### config.mk
export PLATFORM = sky130hd
export DESIGN_NAME = source_text_tokenizer_top
export DESIGN_NICKNAME = d
export VERILOG_FILES = /design/src/rtl/stt_pkg.sv /design/src/rtl/stt_scan.sv /design/src/rtl/stt_outq.sv /design/src/rtl/source_text_tokenizer_top.sv
export SDC_FILE = /design/constraint.sdc
export NUM_CORES = 1
export LEC_CHECK = 0
export BUFFER_PORTS_ARGS = -buffer_cell sky130_fd_sc_hd__clkbuf_2
export CAP_MARGIN = 30
export CORE_MARGIN = 2
export CORE_UTILIZATION = 61
export CTS_CLUSTER_SIZE = 14
export DETAILED_ROUTE_END_ITERATION = 16
export PLACE_DENSITY = 0.79
export SLEW_MARGIN = 20
export SYNTH_ARGS = -nofsm -noshare
export SYNTH_HDL_FRONTEND = slang
export SYNTH_HIERARCHICAL = 1
export SYNTH_SLANG_ARGS = --single-unit
export TNS_END_PERCENT = 1
### constraint.sdc
create_clock -name clk -period 12.6 [get_ports clk]
set_clock_uncertainty 0.2 [all_clocks]
set_input_delay 0 -clock clk [delete_from_list [all_inputs] [get_ports clk]]
set_output_delay 0 -clock clk [all_outputs]
set_load 0.05 [all_outputs]
### src/rtl/stt_pkg.sv
package stt_pkg;

	localparam int FIELD_BITS = 20;
	localparam logic [FIELD_BITS-1:0] FIELD_MAX = '1;
	localparam logic [FIELD_BITS-1:0] FIRST_LINE_RESET = 20'd1;

	typedef logic [4:0] kind_t;

	localparam kind_t KIND_EOF        = 5'd0;
	localparam kind_t KIND_PUNCT_BASE = 5'd1;
	localparam kind_t KIND_GT         = 5'd14;
	localparam kind_t KIND_GE         = 5'd15;
	localparam kind_t KIND_LT         = 5'd16;
	localparam kind_t KIND_LE         = 5'd17;
	localparam kind_t KIND_INT        = 5'd18;
	localparam kind_t KIND_FLOAT      = 5'd19;
	localparam kind_t KIND_IDENT      = 5'd20;
	localparam kind_t KIND_KW_BASE    = 5'd21;
	localparam kind_t KIND_ERROR      = 5'd31;

	localparam logic [7:0] CH_NUL   = 8'h00;
	localparam logic [7:0] CH_TAB   = 8'h09;
	localparam logic [7:0] CH_LF    = 8'h0A;
	localparam logic [7:0] CH_CR    = 8'h0D;
	localparam logic [7:0] CH_SPACE = 8'h20;
	localparam logic [7:0] CH_HASH  = 8'h23;
	localparam logic [7:0] CH_DOT   = 8'h2E;
	localparam logic [7:0] CH_LT    = 8'h3C;
	localparam logic [7:0] CH_EQ    = 8'h3D;
	localparam logic [7:0] CH_GT    = 8'h3E;

	localparam int NUM_PUNCT = 13;
	localparam logic [7:0] PUNCT_CHARS [NUM_PUNCT] = '{
		8'h2B, 8'h2D, 8'h2F, 8'h2A, 8'h3D, 8'h2C, 8'h3B,
		8'h28, 8'h29, 8'h5B, 8'h5D, 8'h7B, 8'h7D
	};

	// Keywords are packed with the first letter in the lowest byte, hence the
	// reversed spelling of each string.
	localparam int NUM_KEYWORDS = 10;
	localparam logic [63:0] KW_TEXT [NUM_KEYWORDS] = '{
		64'("rav"), 64'("tel"), 64'("eurt"), 64'("eslaf"), 64'("fi"),
		64'("neht"), 64'("esle"), 64'("taolf"), 64'("regetni"), 64'("loob")
	};
	localparam logic [3:0] KW_LEN [NUM_KEYWORDS] = '{
		4'd3, 4'd3, 4'd4, 4'd5, 4'd2, 4'd4, 4'd4, 4'd5, 4'd7, 4'd4
	};

	typedef struct packed {
		kind_t                 kind;
		logic [FIELD_BITS-1:0] start;
		logic [FIELD_BITS-1:0] length;
		logic [FIELD_BITS-1:0] line;
		logic                  last;
	} token_t;

	// Up to two tokens from one word, first one in slot a.
	typedef struct packed {
		logic   a_valid;
		token_t a;
		logic   b_valid;
		token_t b;
	} tok_pair_t;

	function automatic logic is_digit(logic [7:0] c);
		return (c >= 8'h30) && (c <= 8'h39);
	endfunction

	function automatic logic is_letter(logic [7:0] c);
		return ((c >= 8'h61) && (c <= 8'h7A)) || ((c >= 8'h41) && (c <= 8'h5A));
	endfunction

	function automatic logic [FIELD_BITS-1:0] clamp_field(logic [32:0] v);
		return (v > 33'(FIELD_MAX)) ? FIELD_MAX : v[FIELD_BITS-1:0];
	endfunction

endpackage

### src/rtl/stt_scan.sv
module stt_scan import stt_pkg::*; #(
	parameter int POSITION_BITS = 20,
	parameter int KEYWORD_CHARS = 7
) (
	input  logic                  clk,
	input  logic                  arst_n,
	input  logic                  cfg_write,
	input  logic [FIELD_BITS-1:0] cfg_first_line,
	input  logic                  fire,
	input  logic [7:0]            char_s1,
	input  logic                  eot_s1,
	output tok_pair_t             pair
);

	localparam int WORD_BITS = 8 * KEYWORD_CHARS;
	localparam logic [POSITION_BITS-1:0] POS_MAX = '1;

	typedef enum logic [2:0] {
		M_IDLE, M_NUMBER, M_AFTER_DOT, M_FRACTION, M_WORD, M_GT, M_LT, M_COMMENT
	} mode_t;

	mode_t                    mode_q, mode_d;
	logic [POSITION_BITS-1:0] pos_q, start_q, start_d;
	logic [FIELD_BITS-1:0]    line_q;
	logic [WORD_BITS-1:0]     wbuf_q, wbuf_d;
	logic [3:0]               wlen_q, wlen_d;

	logic [POSITION_BITS-1:0] len_before;
	kind_t                    word_kind;

	// Handling of a byte seen between tokens.
	logic  id_tok;
	kind_t id_kind;
	mode_t id_mode;
	logic  id_line;
	logic  id_word;

	logic        fin_v, sec_v, use_idle, line_inc, pos_inc;
	kind_t       fin_kind, sec_kind;
	logic [32:0] fin_len;
	logic [32:0] sec_len;

	assign len_before = pos_q - start_q;

	always_comb begin
		word_kind = KIND_IDENT;
		for (int k = 0; k < NUM_KEYWORDS; k++) begin
			if (wlen_q == KW_LEN[k] && 64'(wbuf_q) == KW_TEXT[k]) begin
				word_kind = KIND_KW_BASE + 5'(k);
			end
		end
	end

	always_comb begin
		id_tok  = 1'b0;
		id_kind = KIND_ERROR;
		id_mode = M_IDLE;
		id_line = 1'b0;
		id_word = 1'b0;
		priority if (char_s1 == CH_SPACE || char_s1 == CH_TAB || char_s1 == CH_CR) begin
			id_mode = M_IDLE;
		end else if (char_s1 == CH_LF) begin
			id_line = 1'b1;
		end else if (char_s1 == CH_HASH) begin
			id_mode = M_COMMENT;
		end else if (char_s1 == CH_NUL) begin
			id_tok  = 1'b1;
			id_kind = KIND_EOF;
		end else if (char_s1 == CH_GT) begin
			id_mode = M_GT;
		end else if (char_s1 == CH_LT) begin
			id_mode = M_LT;
		end else if (is_digit(char_s1)) begin
			id_mode = M_NUMBER;
		end else if (is_letter(char_s1)) begin
			id_mode = M_WORD;
			id_word = 1'b1;
		end else begin
			id_tok = 1'b1;
			for (int k = 0; k < NUM_PUNCT; k++) begin
				if (char_s1 == PUNCT_CHARS[k]) begin
					id_kind = KIND_PUNCT_BASE + 5'(k);
				end
			end
		end
	end

	always_comb begin
		mode_d   = mode_q;
		start_d  = start_q;
		wbuf_d   = wbuf_q;
		wlen_d   = wlen_q;
		fin_v    = 1'b0;
		fin_kind = KIND_INT;
		fin_len  = 33'(len_before);
		sec_v    = 1'b0;
		sec_kind = KIND_EOF;
		sec_len  = 33'd0;
		use_idle = 1'b0;
		line_inc = 1'b0;
		pos_inc  = 1'b0;
		if (eot_s1) begin
			unique case (mode_q)
				M_NUMBER, M_AFTER_DOT: begin
					fin_v    = 1'b1;
					fin_kind = KIND_INT;
				end
				M_FRACTION: begin
					fin_v    = 1'b1;
					fin_kind = KIND_FLOAT;
				end
				M_WORD: begin
					fin_v    = 1'b1;
					fin_kind = word_kind;
				end
				M_GT: begin
					fin_v    = 1'b1;
					fin_kind = KIND_GT;
				end
				M_LT: begin
					fin_v    = 1'b1;
					fin_kind = KIND_LT;
				end
				default: begin
					fin_v = 1'b0;
				end
			endcase
			mode_d  = M_IDLE;
			start_d = pos_q;
			sec_v   = 1'b1;
		end else begin
			pos_inc = 1'b1;
			unique case (mode_q)
				M_COMMENT: begin
					if (char_s1 == CH_LF) begin
						line_inc = 1'b1;
						mode_d   = M_IDLE;
					end
				end
				M_GT, M_LT: begin
					fin_v = 1'b1;
					if (char_s1 == CH_EQ) begin
						fin_kind = (mode_q == M_GT) ? KIND_GE : KIND_LE;
						fin_len  = 33'(len_before) + 33'd1;
						mode_d   = M_IDLE;
					end else begin
						fin_kind = (mode_q == M_GT) ? KIND_GT : KIND_LT;
						use_idle = 1'b1;
					end
				end
				M_NUMBER: begin
					if (char_s1 == CH_DOT) begin
						mode_d = M_AFTER_DOT;
					end else if (!is_digit(char_s1)) begin
						fin_v    = 1'b1;
						use_idle = 1'b1;
					end
				end
				M_AFTER_DOT: begin
					if (is_digit(char_s1)) begin
						mode_d = M_FRACTION;
					end else begin
						fin_v    = 1'b1;
						use_idle = 1'b1;
					end
				end
				M_FRACTION: begin
					if (!is_digit(char_s1)) begin
						fin_v    = 1'b1;
						fin_kind = KIND_FLOAT;
						use_idle = 1'b1;
					end
				end
				M_WORD: begin
					if (is_letter(char_s1)) begin
						for (int i = 0; i < KEYWORD_CHARS; i++) begin
							if (wlen_q == 4'(i)) begin
								wbuf_d[8*i +: 8] = char_s1;
							end
						end
						if (wlen_q <= 4'(KEYWORD_CHARS)) begin
							wlen_d = wlen_q + 4'd1;
						end
					end else begin
						fin_v    = 1'b1;
						fin_kind = word_kind;
						use_idle = 1'b1;
					end
				end
				default: begin
					use_idle = 1'b1;
				end
			endcase
			if (use_idle) begin
				mode_d   = id_mode;
				start_d  = pos_q;
				line_inc = id_line;
				sec_v    = id_tok;
				sec_kind = id_kind;
				sec_len  = 33'd1;
				if (id_word) begin
					wbuf_d        = '0;
					wbuf_d[7:0]   = char_s1;
					wlen_d        = 4'd1;
				end
			end
		end
	end

	always_comb begin
		pair.a_valid  = fire && fin_v;
		pair.a.kind   = fin_kind;
		pair.a.start  = clamp_field(33'(start_q));
		pair.a.length = clamp_field(fin_len);
		pair.a.line   = line_q;
		pair.a.last   = !sec_v;
		pair.b_valid  = fire && sec_v;
		pair.b.kind   = sec_kind;
		pair.b.start  = clamp_field(33'(pos_q));
		pair.b.length = clamp_field(sec_len);
		pair.b.line   = line_q;
		pair.b.last   = 1'b1;
	end

	always_ff @(posedge clk or negedge arst_n) begin
		if (!arst_n) begin
			mode_q       <= M_IDLE;
			pos_q        <= '0;
			start_q      <= '0;
			line_q       <= FIRST_LINE_RESET;
			wbuf_q       <= '0;
			wlen_q       <= '0;
		end else begin
			if (cfg_write) begin
				line_q       <= cfg_first_line;
			end else if (fire && line_inc && line_q != FIELD_MAX) begin
				line_q <= line_q + 20'd1;
			end
			if (fire) begin
				mode_q  <= mode_d;
				start_q <= start_d;
				wbuf_q  <= wbuf_d;
				wlen_q  <= wlen_d;
				if (pos_inc && pos_q != POS_MAX) begin
					pos_q <= pos_q + POSITION_BITS'(1);
				end
			end
		end
	end

endmodule

### src/rtl/stt_outq.sv
module stt_outq import stt_pkg::*; (
	input  logic      clk,
	input  logic      arst_n,
	input  tok_pair_t pair,
	output logic      room,
	output logic      head_valid,
	input  logic      head_ready,
	output token_t    head
);

	localparam int DEPTH = 4;

	token_t     mem_q [DEPTH];
	logic [1:0] wr_q, rd_q, b_idx;
	logic [2:0] count_q;
	logic [1:0] n_push;
	logic       pop;

	// Room is kept for both tokens that a single word can produce.
	assign room       = count_q <= 3'd2;
	assign head_valid = count_q != 3'd0;
	assign head       = mem_q[rd_q];
	assign pop        = head_valid && head_ready;
	assign n_push     = {1'b0, pair.a_valid} + {1'b0, pair.b_valid};
	assign b_idx      = wr_q + {1'b0, pair.a_valid};

	always_ff @(posedge clk) begin
		if (pair.a_valid) begin
			mem_q[wr_q] <= pair.a;
		end
		if (pair.b_valid) begin
			mem_q[b_idx] <= pair.b;
		end
	end

	always_ff @(posedge clk or negedge arst_n) begin
		if (!arst_n) begin
			wr_q    <= '0;
			rd_q    <= '0;
			count_q <= '0;
		end else begin
			wr_q    <= wr_q + n_push;
			count_q <= count_q + 3'(n_push) - 3'(pop);
			if (pop) begin
				rd_q <= rd_q + 2'd1;
			end
		end
	end

endmodule

### src/rtl/source_text_tokenizer_top.sv
// A result is offered after its input word passes the input register and the result
// queue; a second result from the same word enters the queue with the first.
// Throughput: one input word per cycle while the result side keeps up; a word
// that ends two tokens yields both, one after the other, on the single result port.
// Reset (arst_n low) returns to the idle scan mode at offset zero with the
// line counter at one.
module source_text_tokenizer_top import stt_pkg::*; #(
	parameter int POSITION_BITS = 20,
	parameter int KEYWORD_CHARS = 7
) (
	input  logic                  clk,
	input  logic                  arst_n,
	input  logic                  cfg_valid,
	output logic                  cfg_ready,
	input  logic [FIELD_BITS-1:0] first_line_number,
	input  logic                  in_valid,
	output logic                  in_ready,
	input  logic [7:0]            char_byte,
	input  logic                  end_of_text,
	output logic                  out_valid,
	input  logic                  out_ready,
	output logic [4:0]            token_kind,
	output logic [FIELD_BITS-1:0] token_start,
	output logic [FIELD_BITS-1:0] token_length,
	output logic [FIELD_BITS-1:0] token_line,
	output logic                  last_of_run
);

	logic       valid_s1;
	logic [7:0] char_s1;
	logic       eot_s1;
	logic       room;
	logic       fire;
	tok_pair_t  pair;
	token_t     head;

	assign cfg_ready = 1'b1;
	assign fire      = valid_s1 && room;
	assign in_ready  = !valid_s1 || fire;

	always_ff @(posedge clk or negedge arst_n) begin
		if (!arst_n) begin
			valid_s1 <= 1'b0;
		end else if (in_ready) begin
			valid_s1 <= in_valid;
		end
	end

	always_ff @(posedge clk) begin
		if (in_ready && in_valid) begin
			char_s1 <= char_byte;
			eot_s1  <= end_of_text;
		end
	end

	stt_scan #(
		.POSITION_BITS(POSITION_BITS),
		.KEYWORD_CHARS(KEYWORD_CHARS)
	) u_scan (
		.clk           (clk),
		.arst_n        (arst_n),
		.cfg_write     (cfg_valid && cfg_ready),
		.cfg_first_line(first_line_number),
		.fire          (fire),
		.char_s1       (char_s1),
		.eot_s1        (eot_s1),
		.pair          (pair)
	);

	stt_outq u_outq (
		.clk       (clk),
		.arst_n    (arst_n),
		.pair      (pair),
		.room      (room),
		.head_valid(out_valid),
		.head_ready(out_ready),
		.head      (head)
	);

	assign token_kind   = head.kind;
	assign token_start  = head.start;
	assign token_length = head.length;
	assign token_line   = head.line;
	assign last_of_run  = head.last;

endmodule

# --- Word-level counts from Yosys, hierarchy flattened ---
# Memory sizes are Yosys's and may differ from the RTL's.
# Index checks and enable logic that the tools add are counted.
op_classes:
  n_addsub: 11
  multipliers: 0
  n_div: 0
  n_lt_le_gt_ge: 10
  eq_ne: 51
  shift: 0
  mux: 119
  bitwise_logic: 1
  reduce_logical: 40
ops:
  columns: ["operator", "count"]
  rows:
  - ["$eq A56 B31 Y1 const B", 4]
  - ["$mux W56", 4]
  - ["$mux W5", 37]
  - ["$mux W33", 4]
  - ["$mux W20", 6]
  - ["$eq A56 B23 Y1 const B", 2]
  - ["$eq A56 B39 Y1 const B", 2]
  - ["$eq A8 B6 Y1 const B", 14]
  - ["$gt A33 B20 Y1 const B", 2]
  - ["$eq A56 B15 Y1 const B", 1]
  - ["$eq A56 B55 Y1 const B", 1]
  - ["$mux W8", 7]
  - ["$mux W3", 14]
  - ["$add A20 B1 Y20 const B", 2]
  - ["$ne A20 B20 Y1 const B", 2]
  - ["$mux W1", 37]
  - ["$eq A8 B7 Y1 const B", 4]
  - ["$eq A8 B4 Y1 const B", 3]
  - ["$add A20 B1 Y21 const B", 1]
  - ["$logic_and A1 B1 Y1", 21]
  - ["$mux W4", 5]
  - ["$pmux W5 S4", 1]
  - ["$sub A20 B20 Y20", 1]
  - ["$eq A4 B3 Y1 const B", 4]
  - ["other kinds (35)", 53]
word_totals:
  register_bits: 140
  latch_bits: 0
  ram_bits: 264
  mem_bits_ro: 0
  output_inout_bits: 69
  wordCells: 245
  memories: 1
mem_list:
  columns: ["memory", "depth", "word_bits", "read_ports", "rd_ports_with_merged_regs", "write_ports", "line", "source"]
  rows:
  - ["u_outq.mem_q", 4, 66, 1, 0, 2, "stt_outq.sv:13", "token_t mem_q [DEPTH];"]

# --- Depth between registers and ports, before layout ---
# Gate-level depths: netlist of the first run.
logic_depth:
  ltp_word: 24
  ltp_mapped: 18

# --- Hierarchy ---
# Netlist of the first run, hierarchy kept.
by_module_without_submodules:
  columns: ["mod", "n_inst", "cells_each", "area_per_inst_um2", "seq_area_each_um2"]
  rows:
  - ["stt_outq", 1, 682, 13168.9, 8102.8]
  - ["stt_scan", 1, 984, 8699.6, 3079.2]
  - ["source_text_tokenizer_top", 1, 16, 341.6, 295.3]

# --- Worst setup path after synthesis of the first run ---
# OpenSTA, ideal clock, no wires.
synth_timing:
  path_kind: "flip-flop to flip-flop"
  from: "reg char_s1[2]"
  to: "mem u_outq/mem_q[0][0] in the netlist's numbering (enable)"
  arrival_ns: 6.519
  required_ns: 11.819
  setup_slack_ns: 5.300
  path_stages_with_launch: 10
  synth_period_minus_slack_ns: 7.300
  cell_sequence: "edfxtp_1 > buf_2 > or3_1 > o221ai_1 > nand2_1 > nand3_1 > o21ai_0 > a21boi_0 > nand2b_1 > o21ai_0"
synth_rtl:
  columns: ["item", "line", "source"]
  rows:
  - ["from (decl)", "source_text_tokenizer_top.sv:30", "logic [7:0] char_s1;"]
  - ["from (signal assigned)", "source_text_tokenizer_top.sv:51", "char_s1 <= char_byte;"]
  - ["to (decl)", "stt_outq.sv:13", null]

==> run_results.csv, run 1 <==
group,metric,value,unit
status,status,"finished, final reports clean",
clock_tree,cts-buffers-inserted,43,
setup_path,crit_top_cell,"o21ai_0",
routing,wl_met2,26300,microns
synth,synth_largest_area_cell,"edfxtp_1",
cells_and_area,drive_gt1_frac,0.318,
clock_tree,cts_tree,"yes",
synth,synthMuxAreaShare,0.222,
synth,ys_warn_count,6,
timing,max_clock_freq,183,MHz
timing,final-hold-violation-count,0,
setup_path,worst_path_largest_cell_delay,0.87,ns
timing,slew_headroom,0.409,
timing,setup_tns,0,ns
synth,ys_ff_latch,404,
setup_path,crit_chain,"nor2_1 -> a311oi_1 -> o21ai_0 -> nand3_1 -> o21ai_0 -> a21boi_0 -> ha_1 -> xnor2_1 -> and3_4 -> o21bai_4 -> buf_4",
pwr,power.total,7.29,mW
synth,synth_edf_count,273,
routing,detail-route-antenna-nets,0,
global_routing,track_usage,0.288,
placement,place_area,23000,sq um
synth,synth-compound-area-share,0.0675,
synth,synthXorXnorAreaFrac,0.0280,
cells_and_area,antenna_cells,0,
die,start_util,0.621,
timing,fin_crit_sh,0.434,
die,io_pins,103,
cells_and_area,multi_input_area,9980,sq um
die,rows,69,
timing,tightest_slew,0.865,ns
die,coreArea,35700,sq um
clock_tree,cts-root-buf,"clkbuf_16",
synth,postSynthAreaPerCell,13.2,sq um
clock_tree,htreeDepth,2,
synth,synth_area_leaders,"edfxtp_1 (37%), dfrtp_1 (15%), mux2_2 (13%)",
setup_path,r2r-start,"char_s1[4]",
placement,gp_congestion,0.931,
setup_path,slowest_stage,"edfxtp_1",
routing,viasPerCell,6.41,
setup_path,critical_path_class,"flip-flop to flip-flop",
die,fp.dieW,195,microns
synth,synth_ff_type,"edfxtp_1",
timing,slew_viol_final,0,
synth,syn_area,22200,sq um
clock_tree,cts_resized,0,
clock_tree,cts_sinks,404,
global_routing,grt_pass1_wl,85500,microns
run,maxCapViolations,0,
timing,final-setup-viol-count,0,
routing,wl_met1,22900,microns
global_routing,globalRouteOverflowTotal,0,
cells_and_area,seq_area,11500,sq um
clock_tree,clk_path_buf_depth,3,
pwr,power_density,288,nW/um^2
timing,rsz0062_at_grt,"false",
setup_path,startpoint,"char_s1[4]",
synth,synth_top_family_by_area,"multiplexers",
synth,yosys.area_share.simple,0.104,
setup_path,cp_max_fo,50,
synth,synth_common_cells,"edfxtp_1 (273), mux2_2 (262), dfrtp_1 (130)",
synth,async_reset_ff_frac,0.324,
global_routing,grt_pass1_vias,15100,
timing,layout_min_cycle_time,5.47,ns
cells_and_area,stdcell_area,25300,sq um
routing,drt_wl_total,53900,microns
pwr,p_leak,9.78,nW
clock_tree,clk_transition_reported_paths,0.07,ns
routing,highest_layer,"met4",
global_routing,grt_max_degree,73,
die,dieArea,38000,sq um
synth,yosysUniqueCellTypes,89,
routing,routed-via-count,14900,
setup_path,end_kind,"flip-flop",
global_routing,antenna_found_initial,0,
cells_and_area,final_util,0.709,
clock_tree,cts_setup_buffers,0,
cells_and_area,final.fill_count,2302,
placement,place_inst,2155,
setup_path,arrival,5.44,ns
synth,seq_area_frac_synth,0.517,
cells_and_area,fin_cells,2319,
synth,synth_top_area_share,0.369,
routing,post-route-drc-count,0,
placement,dp_hpwl,32100,microns
setup_path,cp.required,12.57,ns
worst_hold_path,min_from,"cfg_valid",
routing,dr_wl_met3,3490,microns
setup_path,cp-start-kind,"flip-flop",
worst_hold_path,hp-class,"input port to flip-flop",
synth,synth_fa_ha_area_frac,0.0204,
die,die_h,195,microns
pwr,ir_worst_vdd,0.162,mV
clock_tree,hold_buffers,83,
placement,port_buffers,101,
routing,wl_per_cell,23.2,microns
synth,synthCells,1682,
clock_tree,clkLatencyLatePin,0.56,ns
cells_and_area,num-nets-final,1892,
routing,dr.pass1.iters,5,
cells_and_area,area_growth,14.1,%
routing,drt-initial-drc-count,1420,
synth,post-synth-top-count-cell,"edfxtp_1",
-- flip-flops by register name (all words and copies together) (netlist names) --
signal          count
char_s1             8
eot_s1              1
u_outq/count_q      3
u_outq/mem_q      264
u_outq/rd_q         2
u_outq/wr_q         2
u_scan/line_q      20
u_scan/mode_q       3
u_scan/pos_q       20
u_scan/start_q     20
u_scan/wbuf_q      56
u_scan/wlen_q       4
valid_s1            1
-- worst max-delay path, delay by kind of cell, from the launching register on --
| family | cells | cell delay (ns) |
|---|---|---|
| AOI/OAI and AO/OA | 5 | 1.57 |
| adders and majority gates | 1 | 0.24 |
| xor gates and xnor gates | 1 | 0.32 |
| and+or+nand+nor | 3 | 1.08 |
| buffers and inverters | 1 | 0.73 |
| DFF | 1 | 0.87 |
-- routing by layer --
layer,vias up,GRT usage
met5,-,0
li1,6670,-
met1,7505,0.396
met2,597,0.478
met3,92,0.0463
met4,0,0.0792
-- report_power, final --
| part | total (mW) | switching [mW] | internal, mW |
|---|---|---|---|
| clock network | 1.33 | 0.541 | 0.788 |
| registers | 2.34 | 0.256 | 2.08 |
| logic | 3.63 | 2.23 | 1.40 |
-- cell usage in the layout (no fill, tap or decap), types with 7 or more instances in the layout --
cell,Yosys,final
clkbuf_2,0,100
mux2_4,29,29
mux4_2,66,66
nor4b_1,7,7
clkbuf_16,0,45
nand4_1,15,15
clkinv_1,0,7
nand3_1,47,47
a32o_1,24,24
conb_1,3,21
nand2b_1,12,12
o21ai_1,11,10
inv_1,50,50
o211ai_1,8,8
a21oi_1,36,36
xor2_1,28,28
nor4_1,16,16
dfrtp_1,130,128
and2_1,17,17
nand2_2,8,8
nor3_1,37,37
nand2_1,99,99
nor2b_1,17,16
or3_1,10,10
a22o_1,16,16
nor3b_1,7,7
o21ai_0,49,47
ha_1,33,33
nor2_1,60,59
mux2_2,262,262
dlygate4sd3_1,0,82
edfxtp_1,273,273
buf_4,42,12
a211oi_1,8,8
xnor2_1,43,43
and3_1,19,18
-- metrics by stage --
| step | hold WS (ns) | worst slack [ns] |
|---|---|---|
| 4_1_cts | 0.00104 | 7.09 |
| 3_5_place_dp | -0.101 | 7.12 |
| 5_1_grt | 0.0921 | 6.78 |
| 3_3_place_gp | -0.111 | 6.95 |
| 6_report | 0.0487 | 7.13 |
| 2_1_floorplan | -0.496 | 5.30 |
-- cell families (layout without fill, tap and decap cells) --
group,count (synthesis),in the layout
compound gates,212,212
xor+xnor,71,71
fa+ha+maj,35,35
buf+inv,176,334
flops,404,404
mux,363,363
other cells,3,21
simple gates,418,418
-- final timing paths --
check / to / slack, ns / cells past startpoint
worst max-delay path: u_outq/mem_q[1][45] / 7.13 / 11
worst min-delay path: u_scan/line_q[15] / 0.05 / 2
worst max register to register: u_outq/mem_q[1][45] / 7.13 / 11
worst min register to register: u_scan/wbuf_q[55] / 0.29 / 1
max in group asynchronous: u_outq/rd_q[0] / 10.98 / 4
min in group asynchronous: u_scan/line_q[0] / 0.34 / 3
-- cell type report --
class,instances,area share
multi-input combinational,1120,0.394
sequential,404,0.453
clock inverter,24,0.0107
timing repair buffer,204,0.0642
clock buffer,56,0.0480
tap,461,0.0228
inverter,50,0.00741
No activity file was read; power rests on OpenSTA's default activity.
==> run 2: changes to the inputs <==
==> constraint.sdc (replaced) <==
create_clock -name clk -period 5.4 [get_ports clk]
set_clock_uncertainty 0.2 [all_clocks]
set_input_delay 0 -clock clk [delete_from_list [all_inputs] [get_ports clk]]
set_output_delay 0 -clock clk [all_outputs]
set_load 0.05 [all_outputs]
==> run 2 against run 1 <==
Effect of this change: hold slack worse by 0.048 ns; critical path depth stayed put; count of clock-buffer cells in the layout is 1 higher; clock power is 130% higher; via count is 0.81% higher; flip-flop and latch count stayed put; total power is 130% higher; combinational power is 140% higher; first-iteration DRC count is 12% lower; critical endpoint is now u_outq/mem_q[2][17].
==> run_results.csv, run 2 (same netlist as run 1, synthesis figures left out) <==
group,metric,value,unit
global_routing,antenna_found_initial,1,
cells_and_area,largest_reg_flops,264,
routing,viasPerCell,6.39,
setup_path,end_kind,"flip-flop",
global_routing,grt_pass1_wl,85600,microns
worst_hold_path,hp-class,"input port to flip-flop",
setup_path,slowest_stage,"edfxtp_1",
timing,final-setup-viol-count,0,
timing,setup_slack,0.747,ns
setup_path,crit_chain,"or3_1 -> o221ai_1 -> nand2_1 -> nand3_1 -> o21ai_0 -> a21boi_0 -> ha_1 -> xnor2_1 -> or3b_4 -> buf_4 -> mux2_2",
clock_tree,cts_setup_buffers,0,
setup_path,cp.required,5.52,ns
clock_tree,cts_resized,0,
global_routing,track_usage,0.291,
timing,slew_viol_final,0,
cells_and_area,largest_register,"u_outq/mem_q",
routing,drt_wl_total,55100,microns
die,rows,69,
placement,dp_hpwl,33400,microns
routing,detail-route-antenna-nets,0,
clock_tree,cts-buffers-inserted,44,
pwr,p_leak,9.90,nW
die,coreArea,35700,sq um
routing,routed-via-count,15000,
timing,tightest_slew,0.978,ns
clock_tree,htreeDepth,2,
setup_path,arrival,4.78,ns
setup_path,worst_path_largest_cell_delay,0.74,ns
clock_tree,hold_buffers,92,
routing,post-route-drc-count,0,
cells_and_area,num-nets-final,1916,
cells_and_area,area_growth,15.0,%
timing,fin_crit_sh,0.862,
die,die_h,195,microns
pwr,power.total,17.1,mW
routing,drt-initial-drc-count,1250,
timing,max_clock_freq,215,MHz
status,status,"finished, final reports clean",
cells_and_area,largestRegisters,"u_outq/mem_q: 264 flops, u_scan/wbuf_q: 56 flops",
global_routing,grt_pass1_vias,15300,
setup_path,cp_max_fo,24,
setup_path,cp-start-kind,"flip-flop",
setup_path,critical_path_class,"flip-flop to flip-flop",
timing,final-hold-violation-count,0,
die,dieArea,38000,sq um
pwr,ir_worst_vdd,0.405,mV
clock_tree,cts_sinks,404,
placement,post-place-ws,0.798,ns
clock_tree,clk_transition_reported_paths,0.06,ns
pwr,power_density,669,nW/um^2
cells_and_area,final_common_cell,"edfxtp_1",
run,maxCapViolations,0,
clock_tree,cts_tree,"yes",
clock_tree,clk_path_buf_depth,3,
cells_and_area,final_cell_mix,"edfxtp_1 (273), mux2_2 (262), dfrtp_1 (128)",
global_routing,globalRouteOverflowTotal,0,
placement,port_buffers,101,
die,start_util,0.621,
cells_and_area,antenna_cells,0,
timing,layout_min_cycle_time,4.65,ns
clock_tree,clkLatencyLatePin,0.58,ns
global_routing,grt_max_degree,72,
die,fp.dieW,195,microns
cells_and_area,drive_gt1_frac,0.323,
routing,dr.pass1.iters,6,
timing,slew_headroom,0.343,
routing,wl_per_cell,23.5,microns
die,io_pins,103,
timing,rsz0062_at_grt,"false",
placement,gp_congestion,0.955,
clock_tree,cts-root-buf,"clkbuf_16",
-- run 2: path summary, 6_finish.rpt --
check                                   from                  end  slack (ns)  cells past startpoint
max                               char_s1[3]  u_outq/mem_q[2][17]        0.75                     11
min                                cfg_valid    u_scan/line_q[16]      0.0008                      2
max reg2reg                       char_s1[3]  u_outq/mem_q[2][17]        0.75                     11
min reg2reg                u_scan/wbuf_q[15]    u_scan/wbuf_q[15]        0.28                      1
max in group asynchronous             arst_n       u_outq/rd_q[0]        4.03                      5
min in group asynchronous             arst_n     u_scan/line_q[0]        0.31                      3
-- run 2: worst max-delay path, delay by kind of cell (launching register included) --
kind / cells / cell delay (ns)
buf+inv: 1 / 0.35
mux: 1 / 0.36
flops: 1 / 0.74
fa+ha+maj: 1 / 0.24
simple gates: 4 / 1.30
xor+xnor: 1 / 0.32
compound gates: 3 / 0.86
-- run 2: layout make-up --
class | count | area, sq um
flip-flops and latches | 404 | 11500
clock buffers | 57 | 1210
well taps | 461 | 577
repair buffers | 227 | 1850
fillers | 2314 | 10200
inverters | 50 | 188
multi-input cells | 1120 | 9970
clock inverters | 25 | 268
-- run 2: stage by stage --
| step | instances | TNS (ns) | hold slack [ns] | instance area [sq um] | utilization |
|---|---|---|---|---|---|
| 3_5_place_dp | 2168 | 0 | -0.166 | 23100 | 0.646 |
| 2_1_floorplan | 1700 | -32.77 | -0.496 | 22300 | - |
| 3_3_place_gp | 2167 | 0 | -0.183 | 23000 | 0.645 |
| 5_1_grt | 2344 | 0 | 0.0683 | 25600 | 0.715 |
| 6_report | 2344 | 0 | 0.000758 | 25600 | 0.715 |
| 4_1_cts | 2342 | 0 | 0.000761 | 25500 | 0.713 |
-- run 2: where the power goes --
| group | internal, mW | switching [mW] | leakage [nW] |
|---|---|---|---|
| Combinational | 3.33 | 5.30 | 4.93 |
| Clock | 1.83 | 1.27 | 0.720 |
| Sequential | 4.84 | 0.524 | 4.25 |
| Total | 10.0 | 7.09 | 9.90 |
-- run 2: layer usage --
metal | GRT usage | vias to the layer above | routed length, microns
met5 | 0 | - | 13
met4 | 0.112 | 2 | 1650
met3 | 0.0554 | 120 | 3970
met2 | 0.479 | 656 | 26900
met1 | 0.385 | 7469 | 22600
li1 | - | 6738 | -
==> run 3: changes to the inputs <==
--- a/config.mk
+++ b/config.mk
@@ -11,6 +11,7 @@
 export CORE_UTILIZATION = 61
 export CTS_CLUSTER_SIZE = 14
 export DETAILED_ROUTE_END_ITERATION = 16
+export HOLD_SLACK_MARGIN = 0.02
 export PLACE_DENSITY = 0.79
 export SLEW_MARGIN = 20
 export SYNTH_ARGS = -nofsm -noshare
==> run 3 against run 2 <==
Effect of this change: cell count increased by 0.38%; clock power about the same; die area is the same; setup slack got worse by 0.021 ns; sequential share of layout area down 0.11 points; combinational power is essentially flat; via count grew 0.40%; global-route usage is 0.16 points higher; count of clock-buffer cells in the layout unchanged; wire length down 0.15%; largest cell class unchanged; highest routed layer unchanged.
==> run_results.csv, run 3 (same netlist as run 1, synthesis figures left out) <==
group,metric,value,unit
status,status,"finished, final reports clean",
setup_path,arrival,4.80,ns
worst_hold_path,hp-class,"input port to flip-flop",
die,fp.dieW,195,microns
die,start_util,0.621,
cells_and_area,fin_cells,2353,
placement,dp_hpwl,33400,microns
setup_path,critical-path-top-delay-family,"simple AND/OR/NAND/NOR gates",
cells_and_area,final_common_cell,"edfxtp_1",
timing,layout_min_cycle_time,4.67,ns
setup_path,cp-start-kind,"flip-flop",
die,rows,69,
setup_path,crit_chain,"or3_1 -> o221ai_1 -> nand2_1 -> nand3_1 -> o21ai_0 -> a21boi_0 -> ha_1 -> xnor2_1 -> or3b_4 -> buf_4 -> mux2_2",
setup_path,cp.required,5.52,ns
cells_and_area,final_cell_mix,"edfxtp_1 (273), mux2_2 (262), dfrtp_1 (128)",
routing,drt_wl_total,55000,microns
pwr,p_leak,9.92,nW
timing,rsz0062_at_grt,"false",
timing,max_clock_freq,214,MHz
cells_and_area,largest_reg_flops,264,
placement,gp_congestion,0.955,
setup_path,cp_max_fo,24,
pwr,p_sw,7.07,mW
cells_and_area,final.fill_count,2301,
pwr,clkPwrFrac,0.181,
timing,slew_viol_final,0,
die,die_h,195,microns
setup_path,end_kind,"flip-flop",
timing,fin_crit_sh,0.866,
die,dieArea,38000,sq um
timing,setup_slack,0.726,ns
die,coreArea,35700,sq um
clock_tree,cts-buffers-inserted,44,
timing,final-setup-viol-count,0,
pwr,combinationalPowerShare,0.504,
global_routing,grt_pass1_wl,86000,microns
setup_path,critPathBufInv,1,
pwr,ir_worst_vdd,0.406,mV
run,maxCapViolations,0,
routing,detail-route-antenna-nets,0,
routing,wl_per_cell,23.4,microns
timing,tightest_slew,1.00,ns
routing,dr.pass1.iters,5,
die,io_pins,103,
clock_tree,cts_sinks,404,
pwr,seq_power_share,0.315,
placement,place_inst,2168,
cells_and_area,area_growth,15.3,%
setup_path,critical_path_class,"flip-flop to flip-flop",
routing,routed-via-count,15000,
clock_tree,clkLatencyLatePin,0.58,ns
timing,hold_ws,0.127,ns
pwr,switching_share,0.414,
clock_tree,clk_path_buf_depth,3,
clock_tree,clk_transition_reported_paths,0.06,ns
global_routing,track_usage,0.292,
cells_and_area,largestRegisters,"u_outq/mem_q: 264 flops, u_scan/wbuf_q: 56 flops",
cells_and_area,largest_register,"u_outq/mem_q",
routing,post-route-drc-count,0,
clock_tree,cts_tree,"yes",
timing,final-hold-violation-count,0,
routing,viasPerCell,6.39,
global_routing,grt_pass1_vias,15300,
clock_tree,htreeDepth,2,
setup_path,slowest_stage,"edfxtp_1",
clock_tree,cts-root-buf,"clkbuf_16",
timing,slew_headroom,0.325,
pwr,power_density,666,nW/um^2
placement,port_buffers,101,
placement,post-place-ws,0.798,ns
global_routing,globalRouteOverflowTotal,0,
global_routing,antenna_found_initial,2,
global_routing,grt_max_degree,72,
setup_path,worst_path_largest_cell_delay,0.74,ns
clock_tree,cts_resized,0,
cells_and_area,num-nets-final,1924,
pwr,p_int,9.99,mW
routing,drt-initial-drc-count,1293,
cells_and_area,drive_gt1_frac,0.321,
-- run 3: cell count changes in the layout (fill, tap and decap cells not counted), sizes merged --
cell,previous run,this run
buf,36,35
dlygate4sd3,91,100
diode,0,1
-- run 3: power by group through the flow --
stage	Clock, mW	Sequential (mW)	Combinational (mW)
after detailed placement	0	5.41	8.43
after global placement	0	5.33	8.21
after CTS	3.11	5.36	8.57
final	3.09	5.37	8.61
after floorplan	0	5.19	6.53
after global routing	3.25	5.47	9.11
-- run 3: final timing paths --
path	startpoint	to	slack, ns	cells after the start
worst max-delay path	char_s1[3]	u_outq/mem_q[2][17]	0.73	11
worst min-delay path	out_ready	u_outq/rd_q[1]	0.13	4
worst max register to register	char_s1[3]	u_outq/mem_q[2][17]	0.73	11
worst min register to register	u_scan/wbuf_q[15]	u_scan/wbuf_q[15]	0.28	1
max in group asynchronous	arst_n	u_outq/rd_q[0]	4.03	5
min in group asynchronous	arst_n	u_scan/line_q[0]	0.31	3
-- run 3: per-layer routing --
| layer | GRT usage | wire, microns | part of all wire | vias up |
|---|---|---|---|---|
| li1 | - | - | - | 6761 |
| met1 | 0.388 | 22500 | 0.41 | 7485 |
| met2 | 0.483 | 26800 | 0.49 | 670 |
| met3 | 0.0547 | 3950 | 0.072 | 127 |
| met4 | 0.110 | 1770 | 0.032 | 2 |
| met5 | 0 | 13 | 0.00024 | - |
-- run 3: final cells by class --
type,instances,area (sq um),share of cell area
Clock buffer,57,1210,0.0473
Tap cell,461,577,0.0225
Multi-Input combinational cell,1120,9970,0.389
Timing Repair Buffer,235,1920,0.0748
Antenna cell,1,2.50,0.0000977
Inverter,50,188,0.00733
Clock inverter,25,268,0.0105
Sequential cell,404,11500,0.448
-- run 3: worst register-to-register path, stage by stage, from the launching register on --
cell and delay [ns]:
edfxtp_1 0.74, or3_1 0.52, o221ai_1 0.34, nand2_1 0.13, nand3_1 0.09, o21ai_0 0.11, a21boi_0 0.42, ha_1 0.24
xnor2_1 0.32, or3b_4 0.57, buf_4 0.36, mux2_2 0.37
-- run 3: through the flow --
stage	power [mW]	instance area [sq um]	util	TNS, ns
floorplan	11.7	22300	-	-32.77
global placement	13.5	23000	0.645	0
detailed placement	13.8	23100	0.646	0
CTS	17.0	25600	0.716	0
global route	17.8	25600	0.717	0
finish	17.1	25600	0.717	0
-- run 3: repair_timing --
action,in CTS,in global routing
setup buffers,0,0
endpoints found under the setup margin,0,0
hold buffers,101,0
endpoints found under the hold margin,102,0
